`config.mk`:
```
export PLATFORM = sky130hd
export DESIGN_NAME = utf8_stream_decoder
export DESIGN_NICKNAME = d
export VERILOG_FILES = /design/src/design/usd_pkg.sv /design/src/design/utf8_stream_decoder.sv /design/src/design/usd_in_reg.sv /design/src/design/usd_core.sv /design/src/design/usd_out_reg.sv
export SDC_FILE = /design/constraint.sdc
export NUM_CORES = 1
export LEC_CHECK = 0
export ABC_AREA = 0
export BUFFER_PORTS_ARGS = -buffer_cell sky130_fd_sc_hd__buf_4
export CORE_MARGIN = 3
export CORE_UTILIZATION = 35
export CTS_CLUSTER_SIZE = 12
export DETAILED_ROUTE_END_ITERATION = 10
export PLACE_DENSITY = 0.57
export SYNTH_ARGS = -nofsm -noshare
export SYNTH_HDL_FRONTEND = slang
export SYNTH_SLANG_ARGS = --single-unit
```
`constraint.sdc`:
```
create_clock -name i_clk -period 4.1 [get_ports i_clk]
set_input_delay 0.82 -clock i_clk [delete_from_list [all_inputs] [get_ports i_clk]]
set_output_delay 0.82 -clock i_clk [all_outputs]
set_load 0.01 [all_outputs]
```
`src/design/usd_pkg.sv`:
```
package usd_pkg;

    localparam int unsigned CpW  = 31;
    localparam int unsigned LenW = 3;

    localparam logic [LenW-1:0] LEN_1 = 3'd1;
    localparam logic [LenW-1:0] LEN_2 = 3'd2;
    localparam logic [LenW-1:0] LEN_3 = 3'd3;
    localparam logic [LenW-1:0] LEN_4 = 3'd4;
    localparam logic [LenW-1:0] LEN_5 = 3'd5;
    localparam logic [LenW-1:0] LEN_6 = 3'd6;

    typedef struct packed {
        logic [7:0] data_byte;
        logic       buffer_end;
    } t_in_word;

    typedef struct packed {
        logic [CpW-1:0]  code_point;
        logic [LenW-1:0] seq_length;
        logic            invalid_lead;
        logic            truncated;
    } t_out_word;

endpackage

```
`src/design/utf8_stream_decoder.sv`:
```
// channel   direction  handshake                 word
// input     in         i_in_valid / o_in_stall   t_in_word  (data_byte, buffer_end)
// output    out        o_out_valid / i_out_stall t_out_word (code_point, seq_length,
//                                                 invalid_lead, truncated)
//
// One word per cycle sustained while the output is not stalled; the byte that completes a
// character passes the input register and the single decode pass into the output register.
// Synchronous active-low reset clears the decode state and both valid flags.
// A stall at the output holds the result register and, once the input register is
// full, stalls the input; nothing is lost while stalled.
module utf8_stream_decoder (
    input  logic               i_clk,
    input  logic               i_rst_n,
    input  logic               i_in_valid,
    input  usd_pkg::t_in_word  i_in_word,
    output logic               o_in_stall,
    output logic               o_out_valid,
    output usd_pkg::t_out_word o_out_word,
    input  logic               i_out_stall
);

    logic               w_free;
    logic               w_cur_valid;
    usd_pkg::t_in_word  w_cur_word;
    logic               w_res_valid;
    usd_pkg::t_out_word w_res_word;

    usd_in_reg u_in_reg (
        .i_clk   (i_clk),
        .i_rst_n (i_rst_n),
        .i_valid (i_in_valid),
        .i_word  (i_in_word),
        .o_stall (o_in_stall),
        .i_take  (w_free),
        .o_valid (w_cur_valid),
        .o_word  (w_cur_word)
    );

    usd_core u_core (
        .i_clk       (i_clk),
        .i_rst_n     (i_rst_n),
        .i_valid     (w_cur_valid),
        .i_word      (w_cur_word),
        .i_advance   (w_free),
        .o_res_valid (w_res_valid),
        .o_res_word  (w_res_word)
    );

    usd_out_reg u_out_reg (
        .i_clk   (i_clk),
        .i_rst_n (i_rst_n),
        .i_valid (w_res_valid),
        .i_word  (w_res_word),
        .o_free  (w_free),
        .o_valid (o_out_valid),
        .o_word  (o_out_word),
        .i_stall (i_out_stall)
    );

endmodule

```
`src/design/usd_in_reg.sv`:
```
module usd_in_reg (
    input  logic            i_clk,
    input  logic            i_rst_n,
    input  logic            i_valid,
    input  usd_pkg::t_in_word i_word,
    output logic            o_stall,
    input  logic            i_take,
    output logic            o_valid,
    output usd_pkg::t_in_word o_word
);

    logic              r_valid;
    usd_pkg::t_in_word r_word;
    logic              w_load;

    assign w_load  = !r_valid || i_take;
    assign o_stall = !w_load;
    assign o_valid = r_valid;
    assign o_word  = r_word;

    always_ff @(posedge i_clk) begin
        if (!i_rst_n) begin
            r_valid <= 1'b0;
        end else if (w_load) begin
            r_valid <= i_valid;
        end
    end

    always_ff @(posedge i_clk) begin
        if (w_load && i_valid) begin
            r_word <= i_word;
        end
    end

endmodule

```
`src/design/usd_core.sv`:
```
module usd_core (
    input  logic               i_clk,
    input  logic               i_rst_n,
    input  logic               i_valid,
    input  usd_pkg::t_in_word  i_word,
    input  logic               i_advance,
    output logic               o_res_valid,
    output usd_pkg::t_out_word o_res_word
);

    logic [usd_pkg::CpW-1:0]  r_acc,   n_acc;
    logic [usd_pkg::LenW-1:0] r_left,  n_left;
    logic [usd_pkg::LenW-1:0] r_total, n_total;

    logic [7:0]               w_b;
    logic                     w_last;
    logic [usd_pkg::CpW-1:0]  w_shift;
    logic [usd_pkg::LenW-1:0] w_dec;
    logic [usd_pkg::CpW-1:0]  w_payload;
    logic [usd_pkg::LenW-1:0] w_len;
    logic                     w_bad;
    logic                     w_emit;
    usd_pkg::t_out_word       w_res;

    assign w_b     = i_word.data_byte;
    assign w_last  = i_word.buffer_end;
    assign w_shift = {r_acc[usd_pkg::CpW-7:0], w_b[5:0]};
    assign w_dec   = r_left - 3'd1;

    always_comb begin
        w_payload = '0;
        w_len     = usd_pkg::LEN_1;
        w_bad     = 1'b0;
        unique case (w_b) inside
            8'b0???????: begin
                w_payload = {{(usd_pkg::CpW-8){1'b0}}, w_b};
            end
            8'b110?????: begin
                w_payload = {{(usd_pkg::CpW-5){1'b0}}, w_b[4:0]};
                w_len     = usd_pkg::LEN_2;
            end
            8'b1110????: begin
                w_payload = {{(usd_pkg::CpW-4){1'b0}}, w_b[3:0]};
                w_len     = usd_pkg::LEN_3;
            end
            8'b11110???: begin
                w_payload = {{(usd_pkg::CpW-3){1'b0}}, w_b[2:0]};
                w_len     = usd_pkg::LEN_4;
            end
            8'b111110??: begin
                w_payload = {{(usd_pkg::CpW-2){1'b0}}, w_b[1:0]};
                w_len     = usd_pkg::LEN_5;
            end
            8'b1111110?: begin
                w_payload = {{(usd_pkg::CpW-1){1'b0}}, w_b[0]};
                w_len     = usd_pkg::LEN_6;
            end
            default: begin
                w_bad = 1'b1;
            end
        endcase
    end

    always_comb begin
        n_acc   = r_acc;
        n_left  = r_left;
        n_total = r_total;
        w_emit  = 1'b0;
        w_res   = '0;
        if (r_left == '0) begin
            if (w_bad) begin
                w_emit             = 1'b1;
                w_res.seq_length   = usd_pkg::LEN_1;
                w_res.invalid_lead = 1'b1;
            end else if (w_len == usd_pkg::LEN_1) begin
                w_emit           = 1'b1;
                w_res.code_point = w_payload;
                w_res.seq_length = usd_pkg::LEN_1;
            end else if (w_last) begin
                w_emit           = 1'b1;
                w_res.seq_length = usd_pkg::LEN_1;
                w_res.truncated  = 1'b1;
            end else begin
                n_acc   = w_payload;
                n_total = w_len;
                n_left  = w_len - 3'd1;
            end
        end else if (w_dec == '0) begin
            w_emit           = 1'b1;
            w_res.code_point = w_shift;
            w_res.seq_length = r_total;
            n_acc            = '0;
            n_left           = '0;
            n_total          = '0;
        end else if (w_last) begin
            w_emit           = 1'b1;
            w_res.seq_length = r_total - w_dec;
            w_res.truncated  = 1'b1;
            n_acc            = '0;
            n_left           = '0;
            n_total          = '0;
        end else begin
            n_acc  = w_shift;
            n_left = w_dec;
        end
    end

    assign o_res_valid = i_valid && w_emit;
    assign o_res_word  = w_res;

    always_ff @(posedge i_clk) begin
        if (!i_rst_n) begin
            r_acc   <= '0;
            r_left  <= '0;
            r_total <= '0;
        end else if (i_valid && i_advance) begin
            r_acc   <= n_acc;
            r_left  <= n_left;
            r_total <= n_total;
        end
    end

endmodule

```
`src/design/usd_out_reg.sv`:
```
module usd_out_reg (
    input  logic               i_clk,
    input  logic               i_rst_n,
    input  logic               i_valid,
    input  usd_pkg::t_out_word i_word,
    output logic               o_free,
    output logic               o_valid,
    output usd_pkg::t_out_word o_word,
    input  logic               i_stall
);

    logic               r_valid;
    usd_pkg::t_out_word r_word;

    assign o_free  = !r_valid || !i_stall;
    assign o_valid = r_valid;
    assign o_word  = r_word;

    always_ff @(posedge i_clk) begin
        if (!i_rst_n) begin
            r_valid <= 1'b0;
        end else if (o_free) begin
            r_valid <= i_valid;
        end
    end

    always_ff @(posedge i_clk) begin
        if (o_free && i_valid) begin
            r_word <= i_word;
        end
    end

endmodule

```
# --- After elaboration in Yosys (flattened, before gate mapping) ---
# Cells that the tools add are included.
classes:
  add_sub_neg: 3
  eq_ne: 9
  muxes: 39
  bitwise: 1
  n_reduce_logical: 16
op_table:
  columns: ["operator", "count"]
  rows:
  - ["two-way mux 25 bit", 6]
  - ["case mux 8 bit (6 select lines)", 1]
  - ["two-way mux 3 bit", 15]
  - ["two-way mux 34 bit", 1]
  - ["two-way mux 31 bit", 1]
  - ["two-way mux 8 bit", 2]
  - ["case mux 3 bit (5 select lines)", 1]
  - ["two-way mux 1 bit", 12]
  - ["equality test 7 bit, second input constant", 1]
  - ["equality test 6 bit, second input constant", 1]
  - ["logical NOT 3 bit", 2]
  - ["inequality test 2 bit, second input constant", 3]
  - ["OR reduction 6 bit", 1]
  - ["subtractor 3 x 1 -> 3 bit, second input constant", 2]
  - ["equality test 5 bit, second input constant", 1]
  - ["AND reduction 5 bit", 1]
  - ["equality test 4 bit, second input constant", 1]
  - ["logical AND 1 bit", 4]
  - ["logical NOT 1 bit", 4]
  - ["AND reduction 4 bit", 1]
  - ["equality test 3 x 1 -> 1 bit, second input constant", 1]
  - ["equality test 3 bit, second input constant", 1]
  - ["nonzero test 3 bit", 1]
  - ["subtractor 3 bit", 1]
  - ["other kinds (2)", 3]
word_totals:
  reg_bits: 78
  input_bits: 13
  word_cells: 79

# --- Depth between registers and ports, before layout ---
depth:
  word_depth: 8
  ltp_mapped: 9

# --- Modules after synthesis ---
# A second synthesis with hierarchy kept.
unflattened:
  hier_cells: 309
  area_unflattened_um2: 3448.3
modules_own_cells:
  columns: ["mod", "instances", "cells_per_inst", "area_per_inst_um2"]
  rows:
  - ["usd_core", 1, 255, 2008.2]
  - ["usd_out_reg", 1, 41, 1122.3]
  - ["usd_in_reg", 1, 13, 317.8]

# --- Worst setup path before layout ---
# Ideal clock, no wire load.
synth_path:
  kind: "reg2reg"
  startpoint: "register u_core.r_left[0] (netlist bit)"
  endpoint: "register u_out_reg.r_word (netlist bit u_out_reg.o_word[0]) (enable)"
  arrival_ns: 3.036
  t_required_ns: 3.671
  slack_ns: 0.635
  stages_incl_launch_ff: 9
  path_cell_list: "dfxtp_1 -> inv_1 -> ha_1 -> buf_2 -> nand2b_1 -> a22oi_1 -> nand2b_1 -> o31ai_1 -> nor2_1"
synth_between:
  elab_chain_len: 6
synth_rtl:
  columns: ["item", "line", "source"]
  rows:
  - ["start: declaration", "usd_core.sv:12", "logic [usd_pkg::LenW-1:0] r_left, n_left;"]
  - ["start signal: assignment", "usd_core.sv:118", "r_left <= n_left;"]
  - ["subtractor 3 x 1 -> 3 bit", "usd_core.sv:28", "assign w_dec = r_left - 3'd1;"]
  - ["logical NOT 3 bit", "usd_core.sv:88", "end else if (w_dec == '0) begin"]
  - ["two-way mux 1 bit", "usd_core.sv:88", null]
  - ["two-way mux 1 bit *", "usd_core.sv:70", "if (r_left == '0) begin"]
  - ["logical AND 1 bit *", "usd_core.sv:108", "assign o_res_valid = i_valid && w_emit;"]
  - ["logical AND 1 bit *", "usd_out_reg.sv:28", "if (o_free && i_valid) begin"]
  - ["end signal: assignment", "usd_out_reg.sv:29", "r_word <= i_word;"]
  - ["end: declaration", "usd_out_reg.sv:13", "usd_pkg::t_out_word r_word;"]
# Every way passes the cells marked *; elsewhere a longest branch is shown, timed or not.
# A chain may end at the register's enable or synchronous reset.

# --- Worst setup path after layout ---
layout_path:
  startpoint: "register u_core.r_left[0] (netlist bit)"
  endpoint: "register u_out_reg.r_word (netlist bit u_out_reg.o_word[5]) (enable)"
# Same word-level chain as after synthesis.

==> results.json <==
{
  "grt_usage": 0.134,
  "cts_hold_buf": 0,
  "setup_ws_ps": 1060,
  "wl_per_cell_um": 14.3,
  "worstMarginPinSlew_ps": 919,
  "dieArea_um2": 11100,
  "port_buffers": 50,
  "finalHoldViolations": 0,
  "initial_core_util": 0.367,
  "syn_nets": 334,
  "cp_slowest_cell": "nor2_4",
  "nFillCells": 929,
  "first_pass_iters": 4,
  "post_cts_buffers": 0,
  "worstSetupPathType": "flop to flop",
  "cap_viol_max_count": 0,
  "final_cell_area_um2": 4140,
  "p_int_mw": 1.22,
  "cts_tree": "yes",
  "fin_crit_ps": 3040,
  "hp-class": "flop to flop",
  "ys_types": 56,
  "drv_slew": 0,
  "clk_latency_ps": 350,
  "nets": 380,
  "coreArea_um2": 9460,
  "ant_nets": 0,
  "via_count": 2448,
  "syn2layout_area_growth_pct": 19.2,
  "cts_buffers": 9,
  "diodes": 0,
  "cp.required_ps": 4140,
  "clockPowerShare": 0.350,
  "first_iter_violations": 87,
  "wl_met3_um": 339,
  "arrival_ps": 3080,
  "power_leakage_nw": 1.62,
  "cts_buffer_depth": 2,
  "synth-seq-cells": 78,
  "highest_layer": "met4",
  "place_area_um2": 3940,
  "slowest_delay_ps": 560,
  "first_global_vias": 2319,
  "vdd_drop_max_mv": 0.181,
  "htree_num_levels": 3,
  "dr_wl_met2_um": 3350,
  "cp_cell_sequence": "inv_1 -> ha_1 -> nand2_1 -> a22oi_1 -> nand2b_1 -> o31ai_1 -> nor2_4 -> buf_4",
  "clk_pin_slew_worst_paths_ps": 90,
  "synthArstFlopShare": 0,
  "cts_resized": 0,
  "cts_sinks": 78,
  "path_buf_inv": 2,
  "critPathTopFamily": "simple AND/OR/NAND/NOR gates",
  "met1_length_um": 3280,
  "p_sw_frac": 0.261,
  "path_max_fanout": 24,
  "viasPerCell": 4.96,
  "netlist_area_um2": 3470,
  "cp-start-kind": "flop",
  "syn_area_per_cell_um2": 11.1,
  "drc": 0,
  "ios": 51,
  "dp_slack_ps": 1090,
  "rsz0062_at_grt": "no",
  "cp-end-kind": "flop",
  "yosysWarningCount": 0,
  "postSynthCellCount": 314,
  "synth_edf_count": 45,
  "setup_viol": 0,
  "tns_ps": 0,
  "cts_root_buffer": "clkbuf_8",
  "max_clock_freq_ghz": 0.329,
  "p_per_area_nw_per_um2": 398,
  "fp.dieW_um": 106,
  "max_slew_margin": 0.387,
  "gp_congestion": 0.856,
  "p_seq_frac": 0.536,
  "grt_pass1_wl_um": 11800,
  "yosysSeqAreaShare": 0.580,
  "grt.overflow.total": 0,
  "synth_ff_type": "edfxtp_1",
  "fin_worst_skew_ps": 9.24,
  "outcome": "completed",
  "grt_max_degree": 32,
  "drive_gt1_frac": 0.238,
  "fp.dieH_um": 106,
  "antenna_found_initial": 0,
  "wirelength_um": 7070,
  "hpwl_um": 4960,
  "p_comb_frac": 0.114,
  "p_sw_uw": 430,
  "rows": 35,
  "period_share": 0.741
}
==> per-stage QoR <==
step | hold slack, ps | power [mW] | utilization | cells
after CTS | 454 | 1.67 | 0.437 | 494
after global placement | 441 | 1.09 | 0.417 | 478
after floorplan | 429 | 1.02 | - | 314
after global routing | 484 | 1.72 | 0.437 | 494
final | 452 | 1.65 | 0.437 | 494
after detailed placement | 441 | 1.09 | 0.417 | 478
==> kinds of logic after synthesis <==
logic type                 share of synthesized area
muxes                                        0.00288
and+or+nand+nor                                0.208
DFF                                            0.580
buffers and inverters                         0.0400
AOI/OAI and AO/OA                              0.134
adders and majority gates                     0.0274
xor gates and xnor gates                     0.00757
==> cell usage in the layout, fill, tap and decap left out, drive strengths merged, types with 7 or more instances in the layout <==
cell type / n
a21oi: 13
dfxtp: 33
nand3: 40
edfxtp: 45
and2: 29
buf: 53
nor2: 13
clkbuf: 9
inv: 13
nand2: 37
nor2b: 7
==> worst reg2reg max path, delay by kind of cell, from the launching register on <==
family	cells	cell delay, ps
AOI/OAI and AO/OA	2	530
adders and majority gates	1	380
buffers and inverters	2	460
DFF	1	340
and+or+nand+nor	3	1010
==> cell type report <==
type	count	area, µm²	share of cell area
Clock inverter	7	72.6	0.0175
Clock buffer	9	124	0.0299
Timing Repair Buffer	53	398	0.0962
Tap cell	129	161	0.0390
Sequential cell	78	2010	0.486
Inverter	11	41.3	0.00998
Multi-Input combinational cell	207	1330	0.321
==> worst paths after layout <==
| check | startpoint | end | slack [ps] | cells past startpoint |
|---|---|---|---|---|
| min | u_core.r_acc[22] | u_core.r_acc[22] | 450 | 2 |
| max reg2reg | u_core.r_left[0] | u_out_reg.o_word[5] | 1060 | 8 |
| min reg2reg | u_core.r_acc[22] | u_core.r_acc[22] | 450 | 2 |
| max | u_core.r_left[0] | u_out_reg.o_word[5] | 1060 | 8 |
==> flip-flops by register name, indices dropped and copies added (netlist names) <==
signal / flops
u_in_reg.o_valid: 1
u_out_reg.o_valid: 1
u_out_reg.o_word: 36
u_core.r_acc: 25
u_core.r_left: 3
u_in_reg.o_word: 9
u_core.r_total: 3
==> cell usage after synthesis, drive strengths merged, types with 3 or more instances <==
master	instances	area, µm²
a21oi	13	65.1
and2	29	181
clkbuf	9	35.0
nor2	13	53.8
buf	9	62.6
dfxtp	33	661
o31ai	4	35.0
o211ai	4	30.0
nor3	6	35.0
nand3	40	213
o21ai	5	25.0
nor2b	7	43.8
inv	11	41.3
nand2	37	139
edfxtp	45	1350
a221oi	3	32.5
o22ai	3	18.8
nand2b	3	18.8
ha	6	75.1
a211oi	4	57.6
==> power by group through the flow <==
stage	Combinational, mW	Clock (mW)	Sequential, mW
final	0.188	0.578	0.883
after detailed placement	0.188	0	0.901
after global routing	0.207	0.625	0.888
after global placement	0.192	0	0.901
after CTS	0.190	0.592	0.883
after floorplan	0.116	0	0.906
==> layer usage <==
metal | up-vias | GRT usage
met5 | - | 0
met1 | 1151 | 0.176
met4 | 0 | 0.0500
met3 | 8 | 0.0257
met2 | 74 | 0.219
li1 | 1215 | -
No activity file was read; power rests on OpenSTA's default activity.
